## src/rtl/core/lpd_pkg.sv

```systemverilog
// Package: shared types and constants of the length-prefix deframer
package lpd_pkg;

   // Frame header size in bytes (1 to 4)
   localparam int unsigned HEADER_BYTES = 4;

   // Configuration port geometry
   localparam int unsigned CSR_ADDR_WIDTH = 3;
   localparam int unsigned CSR_DATA_WIDTH = 32;

   // Register indexes (word address, paddr[2])
   typedef enum logic [0:0] {
      REG_MAX_FRAME_BYTES = 1'b0
   } reg_index_type;

   // Reset value of the maximum frame length register
   localparam logic [31:0] MAX_FRAME_BYTES_RESET = 32'd1048576;

   // Deframer phase
   typedef enum logic [1:0] {
      PH_HEADER  = 2'd0,
      PH_PAYLOAD = 2'd1,
      PH_DISCARD = 2'd2
   } phase_type;

   // Result status codes
   typedef enum logic [2:0] {
      ST_BYTE      = 3'd0,
      ST_LAST      = 3'd1,
      ST_EMPTY     = 3'd2,
      ST_TOO_LARGE = 3'd3,
      ST_TRUNC     = 3'd4,
      ST_CLEAN     = 3'd5
   } status_type;

endpackage

```

## src/rtl/core/lpd_req_if.sv

```systemverilog
// Interface: input byte stream channel of the deframer
interface lpd_req_if;
   logic       valid;
   logic       ready;
   logic [7:0] data_byte;
   logic       stream_end;

   modport source (output valid, output data_byte, output stream_end, input ready);
   modport sink (input valid, input data_byte, input stream_end, output ready);
endinterface

```

## src/rtl/core/lpd_rsp_if.sv

```systemverilog
// Interface: result channel of the deframer
interface lpd_rsp_if;
   logic       valid;
   logic       ready;
   logic [2:0] status;
   logic [7:0] payload_byte;

   modport source (output valid, output status, output payload_byte, input ready);
   modport sink (input valid, input status, input payload_byte, output ready);
endinterface

```

## src/rtl/core/length_prefix_deframer_unit.sv

```systemverilog
// Top level: length-prefix deframer with input register, step logic and result register
//
//   channel   direction  transaction
//   req_bus   in         one stream byte or an end-of-stream marker
//   rsp_bus   out        one status with an optional payload byte
//   csr_*     in/out     APB write/read of max_frame_bytes at byte address 0
//
// One transaction enters per cycle unless stalled; it sits in the input register, and its
// result (if any) is then loaded into the result register. Throughput is one byte per cycle
// while the result slot is free or draining, set by the combinational step over the 32-bit
// length compare and byte counter. Reset is synchronous and restores header phase and
// max_frame_bytes. A held result stalls the input register only while rsp ready is low.
module length_prefix_deframer_unit (
   input  logic                                   clock,
   input  logic                                   reset,
   lpd_req_if.sink                                req_bus,
   lpd_rsp_if.source                              rsp_bus,
   input  logic                                   csr_psel,
   input  logic                                   csr_penable,
   input  logic                                   csr_pwrite,
   input  logic [lpd_pkg::CSR_ADDR_WIDTH-1:0]     csr_paddr,
   input  logic [lpd_pkg::CSR_DATA_WIDTH-1:0]     csr_pwdata,
   output logic [lpd_pkg::CSR_DATA_WIDTH-1:0]     csr_prdata,
   output logic                                   csr_pready
);

   // Configuration register
   logic [31:0] max_frame_ff;
   logic        csr_write;
   logic        csr_hit;

   // Input register
   logic        in_valid_ff;
   logic [7:0]  in_byte_ff;
   logic        in_end_ff;

   // Deframer state
   lpd_pkg::phase_type phase_ff, phase_in;
   logic [1:0]  hcount_ff, hcount_in;
   logic [31:0] acc_ff, acc_in;
   logic [31:0] remain_ff, remain_in;

   // Result register
   logic                 out_valid_ff;
   lpd_pkg::status_type  out_status_ff;
   logic [7:0]           out_byte_ff;

   // Step decode
   logic                 advance;
   logic                 res_valid;
   lpd_pkg::status_type  res_status;
   logic [7:0]           res_byte;
   logic [31:0]          header_len;
   logic [2:0]           hcount_inc;
   logic                 header_done;
   logic                 remain_last;
   logic [31:0]          remain_dec;
   logic                 end_clean;

   // Configuration port
   assign csr_pready = 1'b1;
   assign csr_hit    = (csr_paddr[2] == lpd_pkg::REG_MAX_FRAME_BYTES);
   assign csr_write  = csr_psel & csr_penable & csr_pwrite & csr_hit;
   assign csr_prdata = csr_hit ? max_frame_ff : '0;

   always_ff @(posedge clock) begin
      if (reset) begin
         max_frame_ff <= lpd_pkg::MAX_FRAME_BYTES_RESET;
      end else if (csr_write) begin
         max_frame_ff <= csr_pwdata;
      end
   end

   // Advance the input register whenever the result slot is free or draining
   assign advance       = in_valid_ff & (~out_valid_ff | rsp_bus.ready);
   assign req_bus.ready = ~in_valid_ff | advance;

   always_ff @(posedge clock) begin
      if (reset) begin
         in_valid_ff <= 1'b0;
      end else if (req_bus.ready) begin
         in_valid_ff <= req_bus.valid;
      end
   end

   always_ff @(posedge clock) begin
      if (req_bus.ready && req_bus.valid) begin
         in_byte_ff <= req_bus.data_byte;
         in_end_ff  <= req_bus.stream_end;
      end
   end

   // Shared decode of the current byte against the state
   assign header_len  = acc_ff | ({24'd0, in_byte_ff} << {hcount_ff, 3'b000});
   assign hcount_inc  = {1'b0, hcount_ff} + 3'd1;
   assign header_done = (hcount_inc >= 3'(lpd_pkg::HEADER_BYTES));
   assign remain_last = (remain_ff[31:1] == 31'd0);
   assign remain_dec  = remain_ff - 32'd1;
   assign end_clean   = (phase_ff != lpd_pkg::PH_PAYLOAD) &&
                        (phase_ff != lpd_pkg::PH_DISCARD) && (hcount_ff == 2'd0);

   // Next state
   always_comb begin
      phase_in  = phase_ff;
      hcount_in = hcount_ff;
      acc_in    = acc_ff;
      remain_in = remain_ff;
      if (in_end_ff) begin
         phase_in  = lpd_pkg::PH_HEADER;
         hcount_in = 2'd0;
         acc_in    = 32'd0;
         remain_in = 32'd0;
      end else begin
         unique case (phase_ff)
            lpd_pkg::PH_PAYLOAD, lpd_pkg::PH_DISCARD: begin
               if (remain_last) begin
                  phase_in  = lpd_pkg::PH_HEADER;
                  hcount_in = 2'd0;
                  acc_in    = 32'd0;
                  remain_in = 32'd0;
               end else begin
                  remain_in = remain_dec;
               end
            end
            default: begin
               phase_in = lpd_pkg::PH_HEADER;
               if (header_done) begin
                  hcount_in = 2'd0;
                  acc_in    = 32'd0;
                  if (header_len > max_frame_ff) begin
                     phase_in  = lpd_pkg::PH_DISCARD;
                     remain_in = header_len;
                  end else if (header_len == 32'd0) begin
                     remain_in = 32'd0;
                  end else begin
                     phase_in  = lpd_pkg::PH_PAYLOAD;
                     remain_in = header_len;
                  end
               end else begin
                  hcount_in = hcount_inc[1:0];
                  acc_in    = header_len;
               end
            end
         endcase
      end
   end

   // Result of the current byte
   always_comb begin
      res_valid  = 1'b0;
      res_status = lpd_pkg::ST_BYTE;
      res_byte   = 8'd0;
      if (in_end_ff) begin
         res_valid  = 1'b1;
         res_status = end_clean ? lpd_pkg::ST_CLEAN : lpd_pkg::ST_TRUNC;
      end else begin
         unique case (phase_ff)
            lpd_pkg::PH_PAYLOAD: begin
               res_valid  = 1'b1;
               res_status = remain_last ? lpd_pkg::ST_LAST : lpd_pkg::ST_BYTE;
               res_byte   = in_byte_ff;
            end
            lpd_pkg::PH_DISCARD: begin
               res_valid  = remain_last;
               res_status = lpd_pkg::ST_TOO_LARGE;
            end
            default: begin
               res_valid  = header_done && (header_len <= max_frame_ff) &&
                            (header_len == 32'd0);
               res_status = lpd_pkg::ST_EMPTY;
            end
         endcase
      end
   end

   // Update state on each processed transaction
   always_ff @(posedge clock) begin
      if (reset) begin
         phase_ff  <= lpd_pkg::PH_HEADER;
         hcount_ff <= 2'd0;
         acc_ff    <= 32'd0;
         remain_ff <= 32'd0;
      end else if (advance) begin
         phase_ff  <= phase_in;
         hcount_ff <= hcount_in;
         acc_ff    <= acc_in;
         remain_ff <= remain_in;
      end
   end

   // Load or drain the result register
   always_ff @(posedge clock) begin
      if (reset) begin
         out_valid_ff <= 1'b0;
      end else if (advance && res_valid) begin
         out_valid_ff <= 1'b1;
      end else if (rsp_bus.ready) begin
         out_valid_ff <= 1'b0;
      end
   end

   always_ff @(posedge clock) begin
      if (advance && res_valid) begin
         out_status_ff <= res_status;
         out_byte_ff   <= res_byte;
      end
   end

   assign rsp_bus.valid        = out_valid_ff;
   assign rsp_bus.status       = out_status_ff;
   assign rsp_bus.payload_byte = out_byte_ff;

endmodule

```

## src/flat_wrapper.sv

```systemverilog
// flat-port wrapper written by rule: the top's interface ports become plain ports
module length_prefix_deframer_unit_flat 
  (clock, reset, csr_psel, csr_penable, csr_pwrite, csr_paddr, csr_pwdata, csr_prdata, csr_pready, req_bus_valid, req_bus_data_byte, req_bus_stream_end, req_bus_ready, rsp_bus_valid, rsp_bus_status, rsp_bus_payload_byte, rsp_bus_ready);
  lpd_req_if req_bus_i ();
  lpd_rsp_if rsp_bus_i ();
  input  logic clock;
  input  logic reset;
  input  logic csr_psel;
  input  logic csr_penable;
  input  logic csr_pwrite;
  input  logic [lpd_pkg::CSR_ADDR_WIDTH-1:0] csr_paddr;
  input  logic [lpd_pkg::CSR_DATA_WIDTH-1:0] csr_pwdata;
  output logic [lpd_pkg::CSR_DATA_WIDTH-1:0] csr_prdata;
  output logic csr_pready;
  input wire logic [$bits(req_bus_i.valid)-1:0] req_bus_valid;
  input wire logic [$bits(req_bus_i.data_byte)-1:0] req_bus_data_byte;
  input wire logic [$bits(req_bus_i.stream_end)-1:0] req_bus_stream_end;
  output wire logic [$bits(req_bus_i.ready)-1:0] req_bus_ready;
  output wire logic [$bits(rsp_bus_i.valid)-1:0] rsp_bus_valid;
  output wire logic [$bits(rsp_bus_i.status)-1:0] rsp_bus_status;
  output wire logic [$bits(rsp_bus_i.payload_byte)-1:0] rsp_bus_payload_byte;
  input wire logic [$bits(rsp_bus_i.ready)-1:0] rsp_bus_ready;
  assign req_bus_i.valid = req_bus_valid;
  assign req_bus_i.data_byte = req_bus_data_byte;
  assign req_bus_i.stream_end = req_bus_stream_end;
  assign req_bus_ready = req_bus_i.ready;
  assign rsp_bus_valid = rsp_bus_i.valid;
  assign rsp_bus_status = rsp_bus_i.status;
  assign rsp_bus_payload_byte = rsp_bus_i.payload_byte;
  assign rsp_bus_i.ready = rsp_bus_ready;
  length_prefix_deframer_unit u_core (.clock(clock), .reset(reset), .req_bus(req_bus_i), .rsp_bus(rsp_bus_i), .csr_psel(csr_psel), .csr_penable(csr_penable), .csr_pwrite(csr_pwrite), .csr_paddr(csr_paddr), .csr_pwdata(csr_pwdata), .csr_prdata(csr_prdata), .csr_pready(csr_pready));
endmodule
```

## config.mk

```make
export PLATFORM = sky130hd
export DESIGN_NAME = length_prefix_deframer_unit_flat
export DESIGN_NICKNAME = d
export VERILOG_FILES = /design/src/rtl/core/lpd_pkg.sv /design/src/rtl/core/lpd_req_if.sv /design/src/rtl/core/lpd_rsp_if.sv /design/src/rtl/core/length_prefix_deframer_unit.sv /design/src/flat_wrapper.sv
export SDC_FILE = /design/constraint.sdc
export NUM_CORES = 1
export LEC_CHECK = 0
export BUFFER_PORTS_ARGS = -buffer_cell sky130_fd_sc_hd__buf_2
export CORE_UTILIZATION = 50
export CTS_BUF_LIST = sky130_fd_sc_hd__clkbuf_16
export CTS_CLUSTER_DIAMETER = 100
export DETAILED_ROUTE_END_ITERATION = 8
export PLACE_DENSITY = 0.71
export SKIP_LAST_GASP = 1
export SYNTH_ARGS = -nofsm -noshare
export SYNTH_HDL_FRONTEND = slang
export SYNTH_SLANG_ARGS = --single-unit
```

## constraint.sdc

```tcl
create_clock -name clock -period 3.7 [get_ports clock]
set_input_delay 0.74 -clock clock [delete_from_list [all_inputs] [get_ports clock]]
set_output_delay 0.74 -clock clock [all_outputs]
set_load 0.02 [all_outputs]
```

# [After elaboration in Yosys (flattened, before gate mapping)]
# Index checks and enable logic that the tools add are counted.
[word_totals] regBits=122 input_bits=51 out_inout_bits=46 word_cells=76
[classes] n_addsub=2 order_cmp=3 eq_ne=5 n_shift=1 mux=28 bitwise_logic=11 reduce_logical=15
[ops] operator="$mux 32" n=11
[ops] operator="$gt 32x32->1" n=1
[ops] operator="$le 32x32->1" n=1
[ops] operator="$logic_not 32->1" n=1
[ops] operator="$or 32x32->32" n=1
[ops] operator="$shl 8x5->32" n=1
[ops] operator="$sub 32x1->32 const B" n=1
[ops] operator="$logic_not 31->1" n=1
[ops] operator="$mux 2" n=8
[ops] operator="$logic_and 1x1->1" n=6
[ops] operator="$mux 1" n=6
[ops] operator="$pmux 3 s2" n=1
[ops] operator="$and 1x1->1" n=4
[ops] operator="$not 1->1" n=4
[ops] operator="$reduce_and 2->1" n=2
[ops] operator="$reduce_or 2->1" n=2
[ops] operator="$add 2x1->3 const B" n=1
[ops] operator="$ge 3x3->1 const B" n=1
[ops] operator="$mux 3" n=1
[ops] operator="$ne 3x1->1 const B" n=1
[ops] operator="$reduce_bool 3->1" n=1
[ops] operator="$eq 2x1->1 const B" n=1
[ops] operator="$eq 2x2->1 const B" n=1
[ops] operator="$logic_not 2->1" n=1
[ops] operator="other kinds (5)" n=6

# [Longest topological paths before layout]
# Gate-level depths: netlist of run 1.
[depth] word_depth=9 mapped_depth=12 ltp_nobuf=11

# [Worst setup path before layout of run 1]
# No wires, ideal clock.
[synth_path] kind="register to register" from="register u_core.hcount_ff[0]" to="register u_core.out_byte_ff[0] (netlist: u_core.rsp_bus.payload_byte[0]) (enable)" setup_time_ns=0.382 arrival_ns=3.317 required_ns=3.318 path_slack_ns=0.000 stages_incl_launch_ff=12 n_path_buf=1 period_less_slack_ns=3.700 cell_sequence="dfxtp_1 -> buf_2 -> inv_1 -> nor2_1 -> a21o_1 -> ha_1 -> a21oi_1 -> nand2_1 -> a221o_1 -> o31a_1 -> or4_1 -> a21oi_1"
[synth_between] elab_chain_cells=8 elab_cells_between_ends=11 classes_between="add/sub: 1; order compare: 2; shift: 1; mux: 2; bitwise: 1; reduce/logical: 4"
[synth_lines] item="start: declaration" line="length_prefix_deframer_unit.sv:39" rtl="logic [1:0] hcount_ff, hcount_in;"
[synth_lines] item="start signal: assignment" line="length_prefix_deframer_unit.sv:185" rtl="hcount_ff <= hcount_in;"
[synth_lines] item="$shl 8x5->32" line="length_prefix_deframer_unit.sv:94" rtl="assign header_len = acc_ff | ({24'd0, in_byte_ff} << {hcount_ff, 3'b000});"
[synth_lines] item="$or 32x32->32" line="length_prefix_deframer_unit.sv:94"
[synth_lines] item="$le 32x32->1" line="length_prefix_deframer_unit.sv:168" rtl="res_valid = header_done && (header_len <= max_frame_ff) &&"
[synth_lines] item="$logic_and 1x1->1" line="length_prefix_deframer_unit.sv:168"
[synth_lines] item="$logic_and 1x1->1 *" line="length_prefix_deframer_unit.sv:168"
[synth_lines] item="$pmux 1 s2 *" line="length_prefix_deframer_unit.sv:157" rtl="unique case (phase_ff)"
[synth_lines] item="$mux 1 *" line="length_prefix_deframer_unit.sv:153" rtl="if (in_end_ff) begin"
[synth_lines] item="$logic_and 1x1->1 *" line="length_prefix_deframer_unit.sv:203" rtl="if (advance && res_valid) begin"
[synth_lines] item="end signal: assignment" line="length_prefix_deframer_unit.sv:205" rtl="out_byte_ff <= res_byte;"
[synth_lines] item="end: declaration" line="length_prefix_deframer_unit.sv:46" rtl="logic [7:0] out_byte_ff;"
# Every way passes the cells marked *; elsewhere a longest branch is shown, timed or not.
# A chain may end at the register's enable or synchronous reset.

# [Final worst setup path of run 1]
[layout_path] from="register u_core.hcount_ff[0]" to="register u_core.out_status_ff[2] (netlist: u_core.rsp_bus.status[2]) (enable)"
[layout_between] elab_chain_cells=8 elab_cells_between_ends=11 classes_between="add/sub: 1; order compare: 2; shift: 1; mux: 2; bitwise: 1; reduce/logical: 4"
[layout_lines] item="$shl 8x5->32" line="length_prefix_deframer_unit.sv:94"
[layout_lines] item="$or 32x32->32" line="length_prefix_deframer_unit.sv:94"
[layout_lines] item="$le 32x32->1" line="length_prefix_deframer_unit.sv:168"
[layout_lines] item="$logic_and 1x1->1" line="length_prefix_deframer_unit.sv:168"
[layout_lines] item="$logic_and 1x1->1 *" line="length_prefix_deframer_unit.sv:168"
[layout_lines] item="$pmux 1 s2 *" line="length_prefix_deframer_unit.sv:157"
[layout_lines] item="$mux 1 *" line="length_prefix_deframer_unit.sv:153"
[layout_lines] item="$logic_and 1x1->1 *" line="length_prefix_deframer_unit.sv:203"
[layout_lines] item="end signal: assignment" line="length_prefix_deframer_unit.sv:204" rtl="out_status_ff <= res_status;"
[layout_lines] item="end: declaration" line="length_prefix_deframer_unit.sv:45" rtl="lpd_pkg::status_type out_status_ff;"
# Marked as above.

==> impl_metrics.py, run 1 <==
metrics = {
    "placement": {
        "number_of_buffer_cells_added_on_primary_ports": 93,
        "dp_hpwl_um": 14300,
        "dpl.cell_count": 1067,
        "dp_slack_ns": -0.000552,
        "placed_area_sq_mm": 0.00741,
        "finalWeightedCongestion": 0.945,
    },
    "synthesis": {
        "synth_sequential_area_ratio_pct": 39.4,
        "yosysUniqueCellTypes": 63,
        "synth_area_per_cell_sq_um": 8.16,
        "synth_fp_nets": 911,
        "syn_inst_count": 822,
        "netlist_area_before_placement_sq_mm": 0.00671,
        "number_of_flops_mapped_to_enable_cells_by_yosys": 20,
        "synth_warnings": 0,
        "ys_seq_elements": 122,
        "postSynth.topFlopCell": "sky130_fd_sc_hd__dfxtp_1",
        "synthArstFlopShare_pct": 0,
    },
    "detailed_routing": {
        "wl_cell_um": 18.0,
        "vias_per_cell": 6.04,
        "detail_route.first_pass.iterations": 6,
        "routed-via-count": 6637,
        "drcViolationCount": 0,
        "dr.first_iter.drc_count": 659,
        "drtAntennaViolNets": 0,
        "routed_wirelength_um": 19700,
    },
    "floorplanning": {
        "floorplan.core_area_sq_mm": 0.0128,
        "num_rows": 41,
        "num_io_pins": 97,
        "starting_density_pct": 52.3,
        "die-area_sq_mm": 0.0139,
        "floorplan.die.height_um": 118,
        "die_width_um": 118,
    },
    "setup_path": {
        "worstPathMaxFanout": 11,
        "cpLargestDelayFamily": "simple AND/OR/NAND/NOR gates",
        "cp.arrival_ns": 3.64,
        "crit_path_top_delay_cell": "sky130_fd_sc_hd__or4_1",
        "path_class": "reg2reg",
        "setup.worst_path.start_class": "flip-flop",
        "required_ns": 3.83,
        "crit_path_frequent_cell": "sky130_fd_sc_hd__buf_4",
        "timing.critical_path.buf_inv": 2,
        "endpoint_kind": "flip-flop",
        "critical-path-max-stage-delay_ns": 0.50,
        "critical_path_cell_sequence": "buf_4 > and2_1 > a21o_1 > ha_1 > nand4_1 > nor3_1 > a221oi_1 > a22oi_1 > or4_1 > a21oi_1 > buf_4",
    },
    "pwr": {
        "cellLeakagePower_nw": 3.44,
        "areal_power_density_over_the_cells_mw_per_mm2": 408,
        "power.ir.vdd_worst_mv": 0.332,
    },
    "clock_tree": {
        "post_cts_hold_buffer_count": 0,
        "cts.root.buffer_cell": "sky130_fd_sc_hd__clkbuf_16",
        "cts_inserted_buffers": 17,
        "cts_post_setup_buffers_inserted": 0,
        "cts_num_sinks": 122,
        "cts_resized": 1,
        "maximum_buffer_depth_of_the_clock_tree": 2,
        "tritoncts_clock_tree": "yes",
        "clk_latency_ns": 0.43,
        "clkTransAtPathRegs_ns": 0.05,
        "cts_max_level": 4,
    },
    "sta": {
        "fmaxAchievable_ghz": 0.285,
        "setup-violations-final": 0,
        "hold_slack_ns": 0.456,
        "unrepaired_setup_endpoints_after_global_routing": "false",
        "fin_crit_ns": 3.51,
        "worst_slack_setup_final_ns": 0.190,
        "slew_headroom_pct": 56.5,
        "tightestPinTransition_ns": 0.647,
        "hold_viol_final": 0,
        "layout_worst_path_cycle_share_pct": 94.9,
        "maxSlewViolCount": 0,
        "clock_skew_ns": 0.00758,
    },
    "flow_run": {
        "timing.max_cap.violations": 0,
    },
    "grt": {
        "antenna_found_initial": 0,
        "via_count_of_the_first_global_routing_pass": 6260,
        "gr-usage-all-layers_pct": 29.2,
        "first_pass_grt_wire_length_um": 31900,
        "total_global_routing_overflow": 0,
        "grt_max_degree": 43,
    },
    "final_layout": {
        "final_design_area_no_fill_sq_mm": 0.00792,
        "fin_nets": 1004,
        "antenna_cells": 0,
        "drive_gt1_share_pct": 17.7,
        "areaGrowthSynthToFinish_pct": 18.1,
        "final-instance-count-excl-fill": 1098,
    },
    "hold_path": {
        "hold_path.class": "reg2reg",
    },
    "status": {
        "run_status": "completed",
    },
}
-- sequential cells by signal (all words and copies together) (netlist names), 2 cells and up --
signal and flops:
u_core.acc_ff 32, u_core.max_frame_ff 32, u_core.remain_ff 32, u_core.in_byte_ff 8, u_core.rsp_bus.payload_byte 8, u_core.rsp_bus.status 3
u_core.hcount_ff 2, u_core.phase_ff 2
-- layer usage --
layer  global-route usage [%]  part of all wire [%]
met5                        0                     0
met4                     14.6                   3.5
met3                     6.15                   7.1
met2                     47.6                    47
met1                     36.4                    42
-- worst reg2reg max path, cell delays in order (launching register included) --
cell and delay, ns:
sky130_fd_sc_hd__dfxtp_1 0.41, sky130_fd_sc_hd__buf_4 0.19, sky130_fd_sc_hd__and2_1 0.32, sky130_fd_sc_hd__a21o_1 0.29, sky130_fd_sc_hd__ha_1 0.27, sky130_fd_sc_hd__nand4_1 0.19, sky130_fd_sc_hd__nor3_1 0.09, sky130_fd_sc_hd__a221oi_1 0.36
sky130_fd_sc_hd__a22oi_1 0.19, sky130_fd_sc_hd__or4_1 0.50, sky130_fd_sc_hd__a21oi_1 0.18, sky130_fd_sc_hd__buf_4 0.21
-- cell usage after synthesis, types with 3 or more instances --
master / instances / area, sq um
sky130_fd_sc_hd__dfxtp_1: 102 / 2040
sky130_fd_sc_hd__nand2_1: 102 / 383
sky130_fd_sc_hd__nor2_1: 79 / 297
sky130_fd_sc_hd__a21oi_1: 72 / 360
sky130_fd_sc_hd__inv_1: 52 / 195
sky130_fd_sc_hd__clkbuf_1: 38 / 143
sky130_fd_sc_hd__ha_1: 38 / 475
sky130_fd_sc_hd__o21ai_0: 31 / 155
sky130_fd_sc_hd__a21o_1: 27 / 203
sky130_fd_sc_hd__nor3_1: 26 / 130
sky130_fd_sc_hd__nor4_1: 22 / 138
sky130_fd_sc_hd__edfxtp_1: 20 / 601
sky130_fd_sc_hd__nand3_1: 17 / 85.1
sky130_fd_sc_hd__o31ai_1: 17 / 128
sky130_fd_sc_hd__nand2b_1: 16 / 100
sky130_fd_sc_hd__nand4_1: 13 / 81.3
sky130_fd_sc_hd__nand3b_1: 12 / 90.1
sky130_fd_sc_hd__and2_1: 11 / 68.8
sky130_fd_sc_hd__a31o_2: 10 / 87.6
sky130_fd_sc_hd__nor3b_1: 10 / 75.1
sky130_fd_sc_hd__or3_1: 8 / 50.1
sky130_fd_sc_hd__a221o_1: 6 / 60.1
sky130_fd_sc_hd__a22oi_1: 6 / 45.0
sky130_fd_sc_hd__buf_2: 6 / 30.0
sky130_fd_sc_hd__nor2b_1: 6 / 37.5
sky130_fd_sc_hd__o22ai_1: 6 / 37.5
sky130_fd_sc_hd__xor2_1: 5 / 43.8
sky130_fd_sc_hd__a32o_1: 4 / 40.0
sky130_fd_sc_hd__o2bb2ai_1: 4 / 35.0
sky130_fd_sc_hd__o41ai_1: 4 / 35.0
sky130_fd_sc_hd__a2111oi_0: 3 / 26.3
sky130_fd_sc_hd__a211o_1: 3 / 26.3
sky130_fd_sc_hd__a221oi_1: 3 / 26.3
sky130_fd_sc_hd__a31oi_1: 3 / 18.8
sky130_fd_sc_hd__o211ai_1: 3 / 22.5
sky130_fd_sc_hd__or4_1: 3 / 22.5
sky130_fd_sc_hd__xnor2_1: 3 / 26.3
-- per-stage QoR --
| stage | utilization (%) | power [mW] | TNS, ns |
|---|---|---|---|
| CTS | 61.5 | 3.23 | 0 |
| global placement | 57.8 | 1.85 | 0 |
| global route | 61.7 | 3.35 | 0 |
| floorplan | - | 1.72 | 0 |
| finish | 61.7 | 3.23 | 0 |
| detailed placement | 57.8 | 1.86 | -0.00311 |
-- cell type report --
class | count | area [sq um]
Multi-Input combinational cell | 601 | 3700
Tap cell | 172 | 215
Fill cell | 1143 | 4910
Clock buffer | 17 | 425
Clock inverter | 13 | 51.3
Sequential cell | 122 | 2640
Inverter | 52 | 195
Timing Repair Buffer | 121 | 692
-- power by group --
part | internal (mW) | switching [mW] | total [mW]
combinational | 0.160 | 0.282 | 0.442
sequential | 1.38 | 0.0335 | 1.41
clock | 0.813 | 0.560 | 1.37
-- cell families after synthesis --
| group | count (synthesis) | synth area share, % |
|---|---|---|
| xor+xnor | 8 | 1.05 |
| fa+ha+maj | 38 | 7.09 |
| mux | 1 | 0.149 |
| compound gates | 217 | 21.6 |
| flops | 122 | 39.4 |
| buf+inv | 99 | 5.88 |
| simple gates | 336 | 24.7 |
| other cells | 1 | 0.0559 |
-- layout by cell type, fill, tap and decap left out, types with 17 or more instances in the layout --
cell,count
sky130_fd_sc_hd__inv_1,56
sky130_fd_sc_hd__ha_1,38
sky130_fd_sc_hd__clkbuf_16,17
sky130_fd_sc_hd__o31ai_1,17
sky130_fd_sc_hd__nor3_1,25
sky130_fd_sc_hd__o21ai_0,31
sky130_fd_sc_hd__edfxtp_1,20
sky130_fd_sc_hd__buf_2,93
sky130_fd_sc_hd__nor4_1,20
sky130_fd_sc_hd__a21o_1,27
sky130_fd_sc_hd__nand2_1,102
sky130_fd_sc_hd__dfxtp_1,101
sky130_fd_sc_hd__buf_4,26
sky130_fd_sc_hd__nand3_1,17
sky130_fd_sc_hd__nor2_1,77
sky130_fd_sc_hd__a21oi_1,72
-- worst paths after layout --
| check | start | endpoint | slack (ns) | cells past startpoint |
|---|---|---|---|---|
| worst max-delay path | u_core.hcount_ff[0] | u_core.rsp_bus.status[2] | 0.19 | 11 |
| worst max register to register | u_core.hcount_ff[0] | u_core.rsp_bus.status[2] | 0.19 | 11 |
| worst min-delay path | u_core.max_frame_ff[12] | u_core.max_frame_ff[12] | 0.46 | 2 |
| worst min register to register | u_core.max_frame_ff[12] | u_core.max_frame_ff[12] | 0.46 | 2 |
No activity file was read; power rests on OpenSTA's default activity.
==> inputs of run 2 (changes only) <==
- CORE_ASPECT_RATIO: not set -> 0.9
==> run 2 against run 1 <==
Net effect: wire length fell by 0.48%; via count fell by 0.89%; register-to-register slack got worse by 0.03 ns; power rose by 3.2%; clock power rose by 8%; die area barely moved; largest cell class unchanged; critical path depth did not move; final area rose by 0.19%; non-clock buffer count fell by 2; sequential power barely moved; flip-flop and latch count did not move.
==> impl_metrics.py, run 2 (synthesis results as in run 1) <==
metrics = {
    "sta": {
        "maxSlewViolCount": 0,
        "fin_crit_ns": 3.54,
        "hold_viol_final": 0,
        "clock_skew_ns": 0.00661,
        "unrepaired_setup_endpoints_after_global_routing": "false",
        "slew_headroom_pct": 54.4,
        "hold_slack_ns": 0.452,
        "tightestPinTransition_ns": 0.681,
        "layout_worst_path_cycle_share_pct": 95.6,
        "setup-violations-final": 0,
        "fmaxAchievable_ghz": 0.283,
        "totalNegativeSetupSlack_ns": 0,
        "worst_slack_setup_final_ns": 0.165,
    },
    "setup_path": {
        "worstRegToRegCells": 11,
        "required_ns": 3.83,
        "path_class": "reg2reg",
        "setup.worst_path.start_class": "flip-flop",
        "critical_path.startpoint": "u_core.hcount_ff[0]",
        "critical_path_cell_sequence": "buf_4 > nor2_1 > a21o_1 > ha_1 > a21oi_1 > o21ai_0 > a221o_1 > o31a_1 > or4_1 > a21oi_1 > buf_4",
        "regToRegEndpoint": "u_core.rsp_bus.payload_byte[1]",
        "endpoint_kind": "flip-flop",
        "timing.critical_path.buf_inv": 2,
        "cpLargestDelayFamily": "compound AO/OA/AOI/OAI gates",
        "cp.arrival_ns": 3.66,
        "crit_path_top_delay_cell": "sky130_fd_sc_hd__or4_1",
        "worstPathMaxFanout": 11,
        "r2r-start": "u_core.hcount_ff[0]",
        "flop2flop_setup_slack_ns": 0.16,
        "critical-path-max-stage-delay_ns": 0.60,
    },
    "floorplanning": {
        "die_width_um": 124,
        "num_io_pins": 97,
        "floorplan.die.height_um": 112,
        "die-area_sq_mm": 0.0139,
        "num_rows": 39,
        "floorplan.core_area_sq_mm": 0.0129,
        "starting_density_pct": 52.0,
    },
    "detailed_routing": {
        "vias_per_cell": 6.03,
        "detail_route.first_pass.iterations": 5,
        "drtAntennaViolNets": 0,
        "dr.first_iter.drc_count": 724,
        "drcViolationCount": 0,
        "wl_cell_um": 18.0,
        "routed_wirelength_um": 19600,
        "routed-via-count": 6578,
    },
    "pwr": {
        "comb_power_share_pct": 13.2,
        "clkPwrFrac_pct": 44.5,
        "power.ir.vdd_worst_mv": 0.327,
        "p_int_mw": 2.43,
        "cellLeakagePower_nw": 3.45,
        "power_switching_mw": 0.899,
        "power_switching_share_pct": 27.0,
        "areal_power_density_over_the_cells_mw_per_mm2": 420,
        "share_seq_of_total_power_pct": 42.4,
    },
    "grt": {
        "grt_max_degree": 43,
        "first_pass_grt_wire_length_um": 31500,
        "antenna_found_initial": 0,
        "via_count_of_the_first_global_routing_pass": 6250,
        "total_global_routing_overflow": 0,
        "gr-usage-all-layers_pct": 29.6,
    },
    "clock_tree": {
        "maximum_buffer_depth_of_the_clock_tree": 2,
        "cts_post_setup_buffers_inserted": 0,
        "cts.root.buffer_cell": "sky130_fd_sc_hd__clkbuf_16",
        "clk_latency_ns": 0.43,
        "post_cts_hold_buffer_count": 0,
        "tritoncts_clock_tree": "yes",
        "cts_max_level": 4,
        "cts_num_sinks": 122,
        "cts_inserted_buffers": 17,
        "clkTransAtPathRegs_ns": 0.05,
    },
    "final_layout": {
        "biggestRegsByFlops": "u_core.acc_ff x32, u_core.max_frame_ff x32, u_core.remain_ff x32",
        "areaGrowthSynthToFinish_pct": 18.3,
        "drive_gt1_share_pct": 18.4,
        "mostFrequentLayoutCell": "sky130_fd_sc_hd__nand2_1",
        "filler_cell_count": 1134,
        "mostFrequentLayoutCells": "102 x sky130_fd_sc_hd__nand2_1, 101 x sky130_fd_sc_hd__dfxtp_1, 93 x sky130_fd_sc_hd__buf_2",
        "antenna_cells": 0,
        "fin_nets": 1002,
    },
    "placement": {
        "dp_slack_ns": 0.106,
        "dp_hpwl_um": 14500,
        "finalWeightedCongestion": 0.905,
        "number_of_buffer_cells_added_on_primary_ports": 93,
    },
    "hold_path": {
        "hold_path.class": "reg2reg",
        "hold_end": "u_core.max_frame_ff[15]",
        "min-delay-start": "u_core.max_frame_ff[15]",
        "whs_path_depth": 2,
    },
    "flow_run": {
        "timing.max_cap.violations": 0,
    },
    "status": {
        "run_status": "completed",
    },
}
[run 2: changes by cell type in the layout (fill, tap and decap cells not counted), sizes merged]
cell,before,now
buf,121,119
clkinv,9,8
inv,56,57
clkinvlp,0,1
bufinv,0,1
[run 2: worst min-delay path, delay by kind of cell, from the launching register on]
kind / cells / cell delay (ns)
compound gates: 1 / 0.05
flops: 1 / 0.30
simple gates: 1 / 0.05
[run 2: worst max path at each step]
stage	endpoint	cells past startpoint
2_1_floorplan	u_core.rsp_bus.payload_byte[0]	11
3_3_place_gp	u_core.rsp_bus.payload_byte[4]	10
3_5_place_dp	u_core.rsp_bus.payload_byte[4]	11
4_1_cts	u_core.rsp_bus.payload_byte[4]	11
5_1_grt	u_core.rsp_bus.payload_byte[5]	11
6_report	u_core.rsp_bus.payload_byte[1]	11
[run 2: layout make-up]
type / count / area, sq um / area share [%]
tap: 164 / 205 / 2.59
clock buffer: 17 / 425 / 5.36
inverter: 52 / 195 / 2.46
sequential: 122 / 2640 / 33.3
timing repair buffer: 119 / 681 / 8.58
multi-input combinational: 601 / 3690 / 46.5
clock inverter: 15 / 93.8 / 1.18
[run 2: through the flow]
stage | instance area, sq um | util, % | power, mW | instances
floorplan | 6710 | - | 1.72 | 822
global placement | 7380 | 57.3 | 1.85 | 1057
detailed placement | 7380 | 57.3 | 1.86 | 1057
CTS | 7900 | 61.3 | 3.33 | 1089
global route | 7930 | 61.6 | 3.45 | 1090
finish | 7930 | 61.6 | 3.33 | 1090
[run 2: what timing repair did]
item | in CTS | in global routing
hold endpoints to repair | 0 | 0
gates resized for setup | 0 | 5
endpoints found under the setup margin | 0 | 11
[run 2: per-layer routing]
layer | share of wire, % | routed length [um] | track usage, % | up-vias
met5 | 0 | 0 | 0 | -
met4 | 3.4 | 667 | 12.9 | 0
met3 | 7.9 | 1540 | 7.02 | 54
met2 | 46 | 9120 | 46.5 | 289
met1 | 42 | 8300 | 38.3 | 3098
li1 | - | - | - | 3137
[run 2: power groups by stage]
stage | logic [mW] | registers, mW | clock network, mW
floorplan | 0.289 | 1.43 | 0
global placement | 0.411 | 1.43 | 0
detailed placement | 0.424 | 1.44 | 0
CTS | 0.427 | 1.41 | 1.49
global route | 0.481 | 1.41 | 1.56
finish | 0.439 | 1.41 | 1.48
